`src/rtl/m4inv_pkg.sv`:
```
// Package for the 4x4 fixed-point matrix inverse block.
// Widths, codes, types and saturating helpers shared by all rtl/m4inv_* files.
// No dependencies.
package m4inv_pkg;

  localparam int ELEM_W      = 32;
  localparam int FRAC_BITS   = 16;
  localparam int INT_W       = 64;
  localparam int HALF_W      = INT_W / 2;
  localparam int PROD_W      = ELEM_W + INT_W;
  localparam int PART_W      = ELEM_W + HALF_W;
  localparam int NUM_W       = INT_W + FRAC_BITS;
  localparam int THR_W       = 31;
  localparam int IDX_W       = 4;
  localparam int N_ELEM      = 16;
  localparam int QUEUE_DEPTH = 4;
  localparam int PADDR_W     = 3;
  localparam int PDATA_W     = 32;

  localparam logic REG_THRESHOLD = 1'b0;

  typedef logic signed [INT_W-1:0] int_t;

  localparam int_t SAT_MAX = {1'b0, {(INT_W-1){1'b1}}};

  typedef struct packed {
    logic [ELEM_W-1:0] value;
    logic [IDX_W-1:0]  index;
    logic              last;
  } elem_entry_t;

  typedef enum logic [3:0] {
    ST_LOAD, ST_RD, ST_MLO, ST_MHI, ST_RND, ST_ACC,
    ST_CHECK, ST_OUT_RD, ST_OUT_WAIT, ST_DIV
  } back_state_t;

  typedef enum logic [2:0] {
    POST_T, POST_S, POST_D_SET, POST_D_SUB, POST_D_ADD
  } post_t;

  typedef struct packed {
    logic [1:0] ar;
    logic [1:0] ac;
    logic [1:0] br;
    logic [1:0] bc;
    logic       b_acc;
    post_t      post;
  } mul_op_t;

  typedef struct packed {
    logic start;
    int_t num;
    int_t den;
  } div_req_t;

  typedef struct packed {
    logic              done;
    logic [ELEM_W-1:0] quotient;
  } div_rsp_t;

  localparam logic [3:0] LAST_OP = 4'd8;

  // 3x3 determinant schedule: two minors products, their difference, then the
  // row-0 term folded into the running sum.
  function automatic mul_op_t mul_op(input logic [3:0] n);
    mul_op_t o;
    o = mul_op_t'('0);
    case (n)
      4'd0: o = '{ar: 2'd1, ac: 2'd1, br: 2'd2, bc: 2'd2, b_acc: 1'b0, post: POST_T};
      4'd1: o = '{ar: 2'd1, ac: 2'd2, br: 2'd2, bc: 2'd1, b_acc: 1'b0, post: POST_S};
      4'd2: o = '{ar: 2'd0, ac: 2'd0, br: 2'd0, bc: 2'd0, b_acc: 1'b1, post: POST_D_SET};
      4'd3: o = '{ar: 2'd1, ac: 2'd0, br: 2'd2, bc: 2'd2, b_acc: 1'b0, post: POST_T};
      4'd4: o = '{ar: 2'd1, ac: 2'd2, br: 2'd2, bc: 2'd0, b_acc: 1'b0, post: POST_S};
      4'd5: o = '{ar: 2'd0, ac: 2'd1, br: 2'd0, bc: 2'd0, b_acc: 1'b1, post: POST_D_SUB};
      4'd6: o = '{ar: 2'd1, ac: 2'd0, br: 2'd2, bc: 2'd1, b_acc: 1'b0, post: POST_T};
      4'd7: o = '{ar: 2'd1, ac: 2'd1, br: 2'd2, bc: 2'd0, b_acc: 1'b0, post: POST_S};
      4'd8: o = '{ar: 2'd0, ac: 2'd2, br: 2'd0, bc: 2'd0, b_acc: 1'b1, post: POST_D_ADD};
      default: o = mul_op_t'('0);
    endcase
    return o;
  endfunction

  // minor row/column to full-matrix row/column, skipping the removed one
  function automatic logic [1:0] skip(input logic [1:0] n, input logic [1:0] x);
    return (n >= x) ? n + 2'd1 : n;
  endfunction

  function automatic logic [INT_W-1:0] mag_int(input int_t v);
    return v[INT_W-1] ? -v : v;
  endfunction

  function automatic int_t sat_add(input int_t a, input int_t b);
    logic signed [INT_W:0] s;
    s = $signed({a[INT_W-1], a}) + $signed({b[INT_W-1], b});
    if (s > $signed({1'b0, SAT_MAX})) return SAT_MAX;
    else if (s < -$signed({1'b0, SAT_MAX})) return -SAT_MAX;
    return s[INT_W-1:0];
  endfunction

endpackage

```
`src/rtl/m4inv_front.sv`:
```
// Front end: takes elements, tags each with its row-major index and last flag.
// Depends on m4inv_pkg.
module m4inv_front (
  input  logic                           clk,
  input  logic                           rst,
  input  logic                           start,
  input  logic [m4inv_pkg::ELEM_W-1:0]   element_value,
  input  logic                           q_full,
  output logic                           busy,
  output logic                           push,
  output m4inv_pkg::elem_entry_t         entry
);

  logic [m4inv_pkg::IDX_W-1:0] load_count;

  assign busy = q_full;
  assign push = start && !q_full;

  always_comb begin
    entry.value = element_value;
    entry.index = load_count;
    entry.last  = (load_count == m4inv_pkg::IDX_W'(m4inv_pkg::N_ELEM - 1));
  end

  always_ff @(posedge clk) begin
    if (rst) begin
      load_count <= '0;
    end else if (push) begin
      load_count <= load_count + 1'b1;
    end
  end

endmodule

```
`config.mk`:
```
export PLATFORM = sky130hd
export DESIGN_NAME = m4inv_front
export DESIGN_NICKNAME = d
export VERILOG_FILES = /design/src/rtl/m4inv_pkg.sv /design/src/rtl/m4inv_front.sv
export SDC_FILE = /design/constraint.sdc
export NUM_CORES = 1
export LEC_CHECK = 0
export CORE_AREA = 5 5 42 44
export DETAILED_ROUTE_END_ITERATION = 8
export DIE_AREA = 0 0 47 49
export DONT_BUFFER_PORTS = 1
export GPL_TIMING_DRIVEN = 1
export PLACE_DENSITY_LB_ADDON = 0.05
export SYNTH_ARGS = -nofsm -noshare
export SYNTH_HDL_FRONTEND = slang
export SYNTH_SLANG_ARGS = --single-unit
```
`constraint.sdc`:
```
create_clock -name clk -period 1.26 [get_ports clk]
set_clock_uncertainty 0.1 [all_clocks]
set_input_delay 0.315 -clock clk [delete_from_list [all_inputs] [get_ports clk]]
set_output_delay 0.315 -clock clk [all_outputs]
set_load 0.005 [all_outputs]
```
# After elaboration in Yosys (flattened, before gate mapping)
# Index checks and enable logic that the tools add are counted.
# word_totals
word_cells	5
inputBits	36
out_inout_bits	39
register_bits	4
# classes
add_sub_neg	1
eq_ne	1
n_reduce_logical	2
# ops
operator	count
$add A4 B1 Y4 const B	1
$eq A4 B4 Y1 const B	1
$logic_and A1 B1 Y1	1
$logic_not A1 Y1	1

# Logic depth before layout (Yosys ltp)
# depth
ltp_word	2
depth_mapped	4
mapped_depth_nobuf	4

# Least setup slack after synthesis
# Ideal clock, no wire load.
# synth_path
kind	register to output
from	register load_count[0] in the netlist's numbering
to	output port entry[0] in the netlist's numbering
path_slack_ns	0.130
t_arrival_ns	0.715
stages_incl_launch_ff	3
required_ns	0.845
path_buffers	0
cell_sequence	dfxtp_1 -> ha_1 -> and3_1
# synth_lines
element	line	source
start, declared	m4inv_front.sv:14	logic [m4inv_pkg::IDX_W-1:0] load_count;
start signal, assigned	m4inv_front.sv:29	load_count <= load_count + 1'b1;
end, declared	m4inv_front.sv:11	output m4inv_pkg::elem_entry_t entry

==> results.json <==
{
  "outcome": "complete, but fails checks",
  "violations": "setup timing",
  "finalHoldViolCount": 0,
  "rows": 14,
  "worstMarginPinSlew_ps": 174,
  "clkTransAtPathRegs_ps": 40,
  "clock_latency_ps": 230,
  "cp-end-kind": "output pin",
  "h-tree-depth": 1,
  "hold_class": "input port to flop",
  "crit_type": "flop to output pin",
  "pre_cts_ws_ps": 87.0,
  "max-slew-margin-rel_pct": 88.4,
  "top_regs": "load_count (4)",
  "drive_gt1_share_pct": 43.5,
  "cp-start-kind": "flop",
  "yosys_warnings": 0,
  "grt_pass1_wl_mm": 1.24,
  "root_buffer": "clkbuf_4",
  "cts_tree": "yes",
  "setup_ws_ps": -65.3,
  "p_total_uw": 317,
  "top_register": "load_count",
  "final_nets": 62,
  "post-route-util_pct": 19.1,
  "cts_buffers": 3,
  "track_usage_pct": 7.61,
  "max_freq_ghz": 0.755,
  "worst_ep_arrival_time_ps": 910,
  "vias": 188,
  "io_pins": 75,
  "p_leak_uw": 0.000108,
  "area_growth_pct": -38.5,
  "grt_antenna_before_repair": 0,
  "period_share_pct": 105,
  "setup_violations": 1,
  "die-area_um2": 2300,
  "wl_um": 806,
  "fin_tns_setup_ps": -65.3,
  "synth.net_count": 88,
  "ant_nets": 0,
  "die_width_um": 47,
  "netlist_area_um2": 435,
  "fp.dieH_um": 49,
  "ys_seq_area_share_pct": 18.4,
  "place_hpwl_um": 682,
  "cp_data_required_time_ps": 840,
  "synthDistinctLibCells": 13,
  "cts_hold_buf": 0,
  "io_buffers": 0,
  "cts_sinks": 4,
  "first_pass_iters": 3,
  "synth_cells": 51,
  "drv_cap": 0,
  "drv_slew": 0,
  "rsz0062_at_grt": "true",
  "sw_frac_of_total_pct": 20.0,
  "start_util_pct": 31.1,
  "avgRoutedWirePerCell_um": 20.7,
  "grt.overflow.total": 0,
  "largest_reg_flops": 4,
  "period_minus_slack_ps": 1330,
  "p_per_area_nw_per_um2": 1180,
  "p_int_uw": 254,
  "grt_max_degree": 6,
  "drtIter0Drc": 4,
  "filler_cell_count": 163,
  "ys_seq_elements": 4,
  "core_area_um2": 1400,
  "yosysTopAreaCell": "buf_4",
  "drc": 0,
  "ir_worst_vdd_v": 0.000401,
  "cts_max_path_buffers": 2,
  "crit_fanout": 4,
  "synth_top_area_share_pct": 56.9,
  "worstHoldStart": "rst",
  "register_area_um2": 85.1,
  "gp_congestion": 0.561,
  "vias_per_cell": 4.82,
  "n_antenna_cell": 0,
  "multi_input_area_um2": 125,
  "timing.rr.start": "load_count[0]",
  "seqPwrFrac_pct": 43.1,
  "p_switching_uw": 63.4,
  "crit_start": "load_count[1]",
  "synth_area_leaders": "buf_4 57%, dfxtp_1 18%, nor2_1 3.4%, nor2b_4 3.2%, ha_1 2.9%",
  "syn_avg_cell_area_um2": 8.54,
  "grt_pass1_vias": 222,
  "p_clk_share_pct": 48.5,
  "comb_power_share_pct": 8.4
}
## power groups by stage
stage	clock (µW)	combinational (µW)	sequential (µW)
after floorplan	0	99.8	138
after global placement	0	26.4	137
after detailed placement	0	26.0	137
after CTS	165	27.5	136
after global routing	171	30.7	137
final	154	26.6	137
## worst max-delay path, cell delays in order, from the launching register on
cell,delay [ps]
dfxtp_4,350
ha_4,150
and3_4,170
## cell usage in the layout (no fill, tap or decap), types with 2 or more instances in the layout
master	netlist	final
clkbuf_4	0	3
nor2_1	4	4
buf_4	33	2
dfxtp_1	4	2
## repair_timing
action                                  CTS  global route
hold endpoints to repair                  0             0
resized for setup                         6             0
endpoints found under the setup margin    1             1
buffers inserted                          0             0
## path summary, 6_finish.rpt
kind,cells after the start,slack (ps),endpoint
hold reg to reg,2,440,load_count[1]
setup / recovery,2,-70,entry[0]
hold / removal,1,40,load_count[1]
setup reg to reg,3,130,load_count[3]
## synthesized netlist by cell type, drive strengths merged
cell    count
and2b       1
mux2i       1
nor2        4
xnor2       1
buf        33
ha          1
dfxtp       4
xor2        1
nand3b      1
and3        1
mux2        1
nand4       1
nor2b       1
## metrics by stage
stage | hold WS, ps | cells | cell area [µm²]
after floorplan | 287 | 51 | 435
after global placement | 289 | 36 | 223
after detailed placement | 291 | 36 | 223
after CTS | 33.9 | 39 | 268
after global routing | 35.9 | 39 | 268
final | 43.9 | 39 | 268
## kinds of logic (layout without fill, tap and decap cells)
group	count (synthesis)	count (layout)	synth area share, %
xor gates and xnor gates	2	2	4.02
muxes	2	2	4.88
adders and majority gates	1	1	2.87
and+or+nand+nor	9	9	12.9
DFF	4	4	18.4
buffers and inverters	33	5	56.9
## final cells by class
cell class | instances | area share [%]
tap | 16 | 7.48
sequential | 4 | 31.8
timing repair buffer | 2 | 5.61
multi-input combinational | 14 | 46.7
clock buffer | 3 | 8.41
## layer usage
layer / up-vias / share of wire, % / GRT usage (%) / wire length (µm)
met3: 6 / 33 / 11.1 / 270
met4: 0 / 1.6 / 7.83 / 13
met2: 39 / 44 / 8.82 / 352
li1: 73 / - / - / -
met5: - / 0 / 0 / 0
met1: 70 / 21 / 4.84 / 170
Power figures use the tool's default switching activity.
