$ cat src/rtl/m4inv_pkg.sv
// Package for the 4x4 fixed-point matrix inverse block.
// Widths, codes, types and saturating helpers shared by all rtl/m4inv_* files.
// No dependencies.
package m4inv_pkg;

  localparam int ELEM_W      = 32;
  localparam int FRAC_BITS   = 16;
  localparam int INT_W       = 64;
  localparam int HALF_W      = INT_W / 2;
  localparam int PROD_W      = ELEM_W + INT_W;
  localparam int PART_W      = ELEM_W + HALF_W;
  localparam int NUM_W       = INT_W + FRAC_BITS;
  localparam int THR_W       = 31;
  localparam int IDX_W       = 4;
  localparam int N_ELEM      = 16;
  localparam int QUEUE_DEPTH = 4;
  localparam int PADDR_W     = 3;
  localparam int PDATA_W     = 32;

  localparam logic REG_THRESHOLD = 1'b0;

  typedef logic signed [INT_W-1:0] int_t;

  localparam int_t SAT_MAX = {1'b0, {(INT_W-1){1'b1}}};

  typedef struct packed {
    logic [ELEM_W-1:0] value;
    logic [IDX_W-1:0]  index;
    logic              last;
  } elem_entry_t;

  typedef enum logic [3:0] {
    ST_LOAD, ST_RD, ST_MLO, ST_MHI, ST_RND, ST_ACC,
    ST_CHECK, ST_OUT_RD, ST_OUT_WAIT, ST_DIV
  } back_state_t;

  typedef enum logic [2:0] {
    POST_T, POST_S, POST_D_SET, POST_D_SUB, POST_D_ADD
  } post_t;

  typedef struct packed {
    logic [1:0] ar;
    logic [1:0] ac;
    logic [1:0] br;
    logic [1:0] bc;
    logic       b_acc;
    post_t      post;
  } mul_op_t;

  typedef struct packed {
    logic start;
    int_t num;
    int_t den;
  } div_req_t;

  typedef struct packed {
    logic              done;
    logic [ELEM_W-1:0] quotient;
  } div_rsp_t;

  localparam logic [3:0] LAST_OP = 4'd8;

  // 3x3 determinant schedule: two minors products, their difference, then the
  // row-0 term folded into the running sum.
  function automatic mul_op_t mul_op(input logic [3:0] n);
    mul_op_t o;
    o = mul_op_t'('0);
    case (n)
      4'd0: o = '{ar: 2'd1, ac: 2'd1, br: 2'd2, bc: 2'd2, b_acc: 1'b0, post: POST_T};
      4'd1: o = '{ar: 2'd1, ac: 2'd2, br: 2'd2, bc: 2'd1, b_acc: 1'b0, post: POST_S};
      4'd2: o = '{ar: 2'd0, ac: 2'd0, br: 2'd0, bc: 2'd0, b_acc: 1'b1, post: POST_D_SET};
      4'd3: o = '{ar: 2'd1, ac: 2'd0, br: 2'd2, bc: 2'd2, b_acc: 1'b0, post: POST_T};
      4'd4: o = '{ar: 2'd1, ac: 2'd2, br: 2'd2, bc: 2'd0, b_acc: 1'b0, post: POST_S};
      4'd5: o = '{ar: 2'd0, ac: 2'd1, br: 2'd0, bc: 2'd0, b_acc: 1'b1, post: POST_D_SUB};
      4'd6: o = '{ar: 2'd1, ac: 2'd0, br: 2'd2, bc: 2'd1, b_acc: 1'b0, post: POST_T};
      4'd7: o = '{ar: 2'd1, ac: 2'd1, br: 2'd2, bc: 2'd0, b_acc: 1'b0, post: POST_S};
      4'd8: o = '{ar: 2'd0, ac: 2'd2, br: 2'd0, bc: 2'd0, b_acc: 1'b1, post: POST_D_ADD};
      default: o = mul_op_t'('0);
    endcase
    return o;
  endfunction

  // minor row/column to full-matrix row/column, skipping the removed one
  function automatic logic [1:0] skip(input logic [1:0] n, input logic [1:0] x);
    return (n >= x) ? n + 2'd1 : n;
  endfunction

  function automatic logic [INT_W-1:0] mag_int(input int_t v);
    return v[INT_W-1] ? -v : v;
  endfunction

  function automatic int_t sat_add(input int_t a, input int_t b);
    logic signed [INT_W:0] s;
    s = $signed({a[INT_W-1], a}) + $signed({b[INT_W-1], b});
    if (s > $signed({1'b0, SAT_MAX})) return SAT_MAX;
    else if (s < -$signed({1'b0, SAT_MAX})) return -SAT_MAX;
    return s[INT_W-1:0];
  endfunction

endpackage

$ cat src/rtl/m4inv_queue.sv
// Small flop queue of tagged elements between front and back end.
// Depends on m4inv_pkg.
module m4inv_queue (
  input  logic                    clk,
  input  logic                    rst,
  input  logic                    push,
  input  m4inv_pkg::elem_entry_t  wr_entry,
  input  logic                    pop,
  output m4inv_pkg::elem_entry_t  rd_entry,
  output logic                    valid,
  output logic                    full
);

  localparam int PTR_W = $clog2(m4inv_pkg::QUEUE_DEPTH);

  m4inv_pkg::elem_entry_t slots [m4inv_pkg::QUEUE_DEPTH];
  logic [PTR_W-1:0] wr_ptr;
  logic [PTR_W-1:0] rd_ptr;
  logic [PTR_W:0]   count;

  assign valid    = (count != '0);
  assign full     = (count == (PTR_W+1)'(m4inv_pkg::QUEUE_DEPTH));
  assign rd_entry = slots[rd_ptr];

  always_ff @(posedge clk) begin
    if (push) begin
      slots[wr_ptr] <= wr_entry;
    end
  end

  always_ff @(posedge clk) begin
    if (rst) begin
      wr_ptr <= '0;
      rd_ptr <= '0;
      count  <= '0;
    end else begin
      if (push) wr_ptr <= wr_ptr + 1'b1;
      if (pop)  rd_ptr <= rd_ptr + 1'b1;
      if (push && !pop)      count <= count + 1'b1;
      else if (pop && !push) count <= count - 1'b1;
    end
  end

endmodule

$ cat config.mk
export PLATFORM = sky130hd
export DESIGN_NAME = m4inv_queue
export DESIGN_NICKNAME = d
export VERILOG_FILES = /design/src/rtl/m4inv_pkg.sv /design/src/rtl/m4inv_queue.sv
export SDC_FILE = /design/constraint.sdc
export NUM_CORES = 1
export LEC_CHECK = 0
export BUFFER_PORTS_ARGS = -buffer_cell sky130_fd_sc_hd__buf_2
export CAP_MARGIN = 20
export CORE_AREA = 2 2 109 111
export CTS_CLUSTER_SIZE = 8
export DETAILED_ROUTE_END_ITERATION = 12
export DIE_AREA = 0 0 111 113
export GPL_ROUTABILITY_DRIVEN = 1
export HOLD_SLACK_MARGIN = 0.03
export PLACE_DENSITY = 0.73
export SLEW_MARGIN = 20
export SYNTH_ARGS = -nofsm -noshare
export SYNTH_HDL_FRONTEND = slang
export SYNTH_SLANG_ARGS = --single-unit
export TNS_END_PERCENT = 100
$ cat constraint.sdc
create_clock -name clk -period 3.2 [get_ports clk]
set_input_delay 0.64 -clock clk [delete_from_list [all_inputs] [get_ports clk]]
set_output_delay 0.64 -clock clk [all_outputs]
set_load 0.01 [all_outputs]
# == Word-level counts from Yosys, hierarchy flattened ==
# Memory sizes are Yosys's and may differ from the RTL's. A register that Yosys moved wholly into a read port is not among the register bits.
# Index checks and enable logic that the tools add are counted.
# Widths: inputs -> output; s select.
# op_classes
magnitude_cmp,0
div,0
n_eq_ne,1
reduce_logical,6
mux,6
bitwise,0
shifts,0
n_addsub,4
n_mul,0
# op_table
cell,count
$mux 3,2
$add 2x1->2 const B,2
$mux 2,2
$add 3x1->3 const B,1
$eq 3x3->1 const B,1
$reduce_bool 3->1,1
$sub 3x1->3 const B,1
$logic_and 1x1->1,2
$logic_not 1->1,2
$mux 1,2
$reduce_bool 2->1,1
# totals
memories,1
reg_bits,7
latchBits,0
input_bits,41
out_inout_bits,39
ram_bits,148
elab_cells,21
mem_bits_ro,0
# mem_list
name,depth,width,rd,rd_clocked_by_memory_dff,wr,line_no,source
slots,4,37,1,1,1,m4inv_queue.sv:16,m4inv_pkg::elem_entry_t slots [m4inv_pkg::QUEUE_DEPTH];

# == Logic depth before layout (Yosys ltp) ==
# depth
ltp_word,4
mapped_depth,7
ltp_nobuf,7

# == Least setup slack after synthesis ==
# No wires, ideal clock.
# synth_path
path_type,input to register
start,input port push
end,memory slots[0][0] (netlist bit) (enable)
setup_slack_ns,1.258
path_buffers,0
cell_stages,1
t_arrival_ns,1.545
setup_ns,0.398
path_cell_list,and2_1
# synth_between
elab_chain_cells,2
# synth_lines
element,line_no,source
"start, declared",m4inv_queue.sv:6,"input logic push,"
$mux 1,m4inv_queue.sv:26,if (push) begin
$mux 1 (implied by the code),m4inv_queue.sv:27,slots[wr_ptr] <= wr_entry;
"end, declared",m4inv_queue.sv:16,
# No other way between the ends.

==> flow_summary_export.csv <==
group,metric,value,unit
floorplan,die-area,0.0125,sq mm
cells_and_area,seq_area,0.00463,sq mm
floorplan,start_util,0.517,
floorplan,fp.dieW,111,um
floorplan,core_area,0.0113,sq mm
logic_synthesis,syn_inst,237,
power_and_ir_drop,p_per_area,664,mW/mm^2
power_and_ir_drop,ir_worst_vdd,0.394,mV
logic_synthesis,ys_top_cells_by_area,"edfxtp_1 76%, mux4_2 12%, mux4_1 3.2%",
logic_synthesis,avgSynthCellArea,24.6,sq um
logic_synthesis,synth.cell_area,0.00583,sq mm
timing,fmax,375,MHz
timing,max_slew_margin,0.567,
cts,insertion_delay,0.40,ns
cells_and_area,drive_gt1_frac,0.437,
timing,worstMarginPinSlew,0.649,ns
route,drtPass1Iterations,4,
timing,clock_skew,0.00564,ns
global_routing,overflow,0,
logic_synthesis,post-synth-top-count-cell,"edfxtp_1",
logic_synthesis,synth_nets,284,
worst_setup_path,worstSetupPathType,"flip-flop to primary output",
global_routing,grt_max_degree,27,
logic_synthesis,synth_cell_types,22,
timing,setup_tns,0,ns
timing,hold_violations,0,
logic_synthesis,ys_ff_latch,157,
worst_setup_path,critPathMaxFanout,26,
power_and_ir_drop,power.leakage,0.00241,uW
route,vias,2622,
cells_and_area,multi_input_area,0.00110,sq mm
cells_and_area,synthToLayoutAreaGrowth,19.1,%
global_routing,grt_pass1_vias,2876,
floorplan,ios,80,
logic_synthesis,synthFlopType,"edfxtp_1",
logic_synthesis,synthTopCellsByCount,"148 x edfxtp_1, 30 x mux4_2, 9 x dfxtp_1, 7 x mux4_1, 7 x nor2_1",
cts,clock-sinks,157,
logic_synthesis,synth_largest_area_cell,"edfxtp_1",
worst_setup_path,cpLargestDelayFamily,"flip-flops",
cts,cts_setup_buffers,0,
run_status,status,"finished, final reports clean",
place,placed_cells,461,
cells_and_area,final_cell_count_no_fill,492,
cells_and_area,nNetsFinal,384,
worst_setup_path,path_cells,"buf_12, mux4_1, buf_2",
cts,clk_pin_slew,0.06,ns
worst_setup_path,crit_arrival,2.03,ns
cts,ctsResizeCount,0,
route,drcViolationCount,0,
min_path,hold_class,"primary input to flip-flop",
cts,tritoncts,"built",
cts,cts-htree-levels,4,
cts,cts-root-buf,"clkbuf_16",
logic_synthesis,yosysWarnings,0,
route,wirelength,9660,um
timing,setup_violations,0,
logic_synthesis,netlist.area_leader.share,0.763,
place,port_buffers,79,
logic_synthesis,async_flop_share,0,
route,avgViaCountPerCell,5.33,
worst_setup_path,crit_path_max_incr_delay,0.58,ns
place,dpl.hpwl,6210,um
timing,min_period_over_period,0.833,
floorplan,die_y,113,um
worst_setup_path,crit_required,2.56,ns
place,routabilityCongestion,0.648,
worst_setup_path,path_buf_inv,2,
global_routing,antenna_found_initial,0,
logic_synthesis,synth_seq_area_share,0.794,
cts,clock_path_buffers,2,
timing,finalMaxSlewViolations,0,
global_routing,grt_pass1_wl,15400,um
cells_and_area,n_fill_cell,792,
worst_setup_path,critPathSlowestCell,"dfxtp_2",
timing,rsz0062_at_grt,"no",
route,antenna_left,0,
worst_setup_path,startpoint_type,"flip-flop",
worst_setup_path,critPathCaptureType,"primary output",
flow_run,drv_cap,0,
global_routing,gr-usage-all-layers,0.168,
route,drt-initial-drc-count,117,
cts,cts_buffers,17,
floorplan,num_rows,39,
logic_synthesis,synth_edf_count,148,
route,wire_per_inst,19.6,um
cts,cts_hold_buf,0,
timing,fin_crit,2.67,ns
[per-layer routing]
metal / wire length (um) / part of all wire / global-route usage
met5: 0 / 0 / 0
met4: 54 / 0.0056 / 0.0575
met3: 445 / 0.046 / 0.0616
met2: 4990 / 0.52 / 0.273
met1: 4170 / 0.43 / 0.211
[final cells by class]
type | instances | area share
repair buffers | 90 | 0.0707
inverters | 4 | 0.00216
diodes | 1 | 0.000361
multi-input cells | 67 | 0.158
flip-flops and latches | 157 | 0.667
clock inverters | 12 | 0.0142
clock buffers | 18 | 0.0619
well taps | 143 | 0.0258
[placed cells by master (no fill, tap or decap)]
master / Yosys / final
a21oi_1: 1 / 1
and2_2: 0 / 4
buf_12: 3 / 1
buf_2: 3 / 79
buf_4: 0 / 10
bufinv_16: 0 / 1
clkbuf_1: 1 / 1
clkbuf_16: 0 / 17
clkinv_1: 0 / 3
clkinv_2: 0 / 2
clkinv_4: 0 / 1
clkinvlp_4: 0 / 4
dfxtp_1: 9 / 7
dfxtp_2: 0 / 2
diode_2: 0 / 1
edfxtp_1: 148 / 148
fa_1: 1 / 1
ha_1: 5 / 5
inv_1: 4 / 4
inv_6: 0 / 1
mux2i_1: 2 / 2
mux4_1: 7 / 7
mux4_2: 30 / 30
nand2_1: 1 / 1
nor2_1: 7 / 7
nor3b_1: 1 / 1
o21ai_0: 1 / 1
or3_1: 2 / 2
xnor2_1: 2 / 2
xor2_1: 3 / 3
[kinds of logic (layout without fill, tap and decap cells)]
family,after synthesis,count (layout),synth area share
DFF,157,157,0.794
muxes,39,39,0.151
and+or+nand+nor,15,15,0.0129
buffers and inverters,13,124,0.0189
adders and majority gates,6,6,0.0142
xor gates and xnor gates,5,5,0.00752
AOI/OAI and AO/OA,2,2,0.00172
other,0,1,0
[final timing paths]
kind | to | from | cells after the start | slack [ns]
max reg2reg | slots[3][25]$_DFFE_PP_ | wr_ptr[0]$_SDFFE_PP0P_ | 3 | 1.48
min reg2reg | count[2]$_SDFFE_PP0P_ | count[2]$_SDFFE_PP0P_ | 2 | 0.52
max | rd_entry[23] | flip-flop | 3 | 0.53
min | slots[0][5]$_DFFE_PP_ | wr_entry[5] | 1 | 0.45
[metrics by stage]
step                      hold WS [ns]  worst slack, ns  area, sq um  total power, uW  utilization
after global placement           0.475            0.900         6410             2870        0.568
after CTS                        0.426            0.472         6940             4660        0.615
after floorplan                  0.461             1.26         5830             2710            -
after detailed placement         0.514            0.920         6410             2880        0.568
after global routing             0.428            0.371         6940             4800        0.615
final                            0.446            0.533         6940             4610        0.615
[where the power goes]
| group | switching [uW] | internal [uW] | leakage (uW) |
|---|---|---|---|
| registers | 42.7 | 2360 | 0.00143 |
| clock network | 730 | 1050 | 0.000247 |
| logic | 217 | 209 | 0.000729 |
[sequential cells by signal, summed over array words and instances (netlist names), named ones only]
register,flops
slots,148
wr_ptr,2
count,3
rd_ptr,2
[worst register-to-register path, cell delays in order, from the launching register on]
cell	delay, ns
dfxtp_1	0.39
ha_1	0.16
and2_2	0.55
buf_4	0.33
Power figures use the tool's default switching activity.
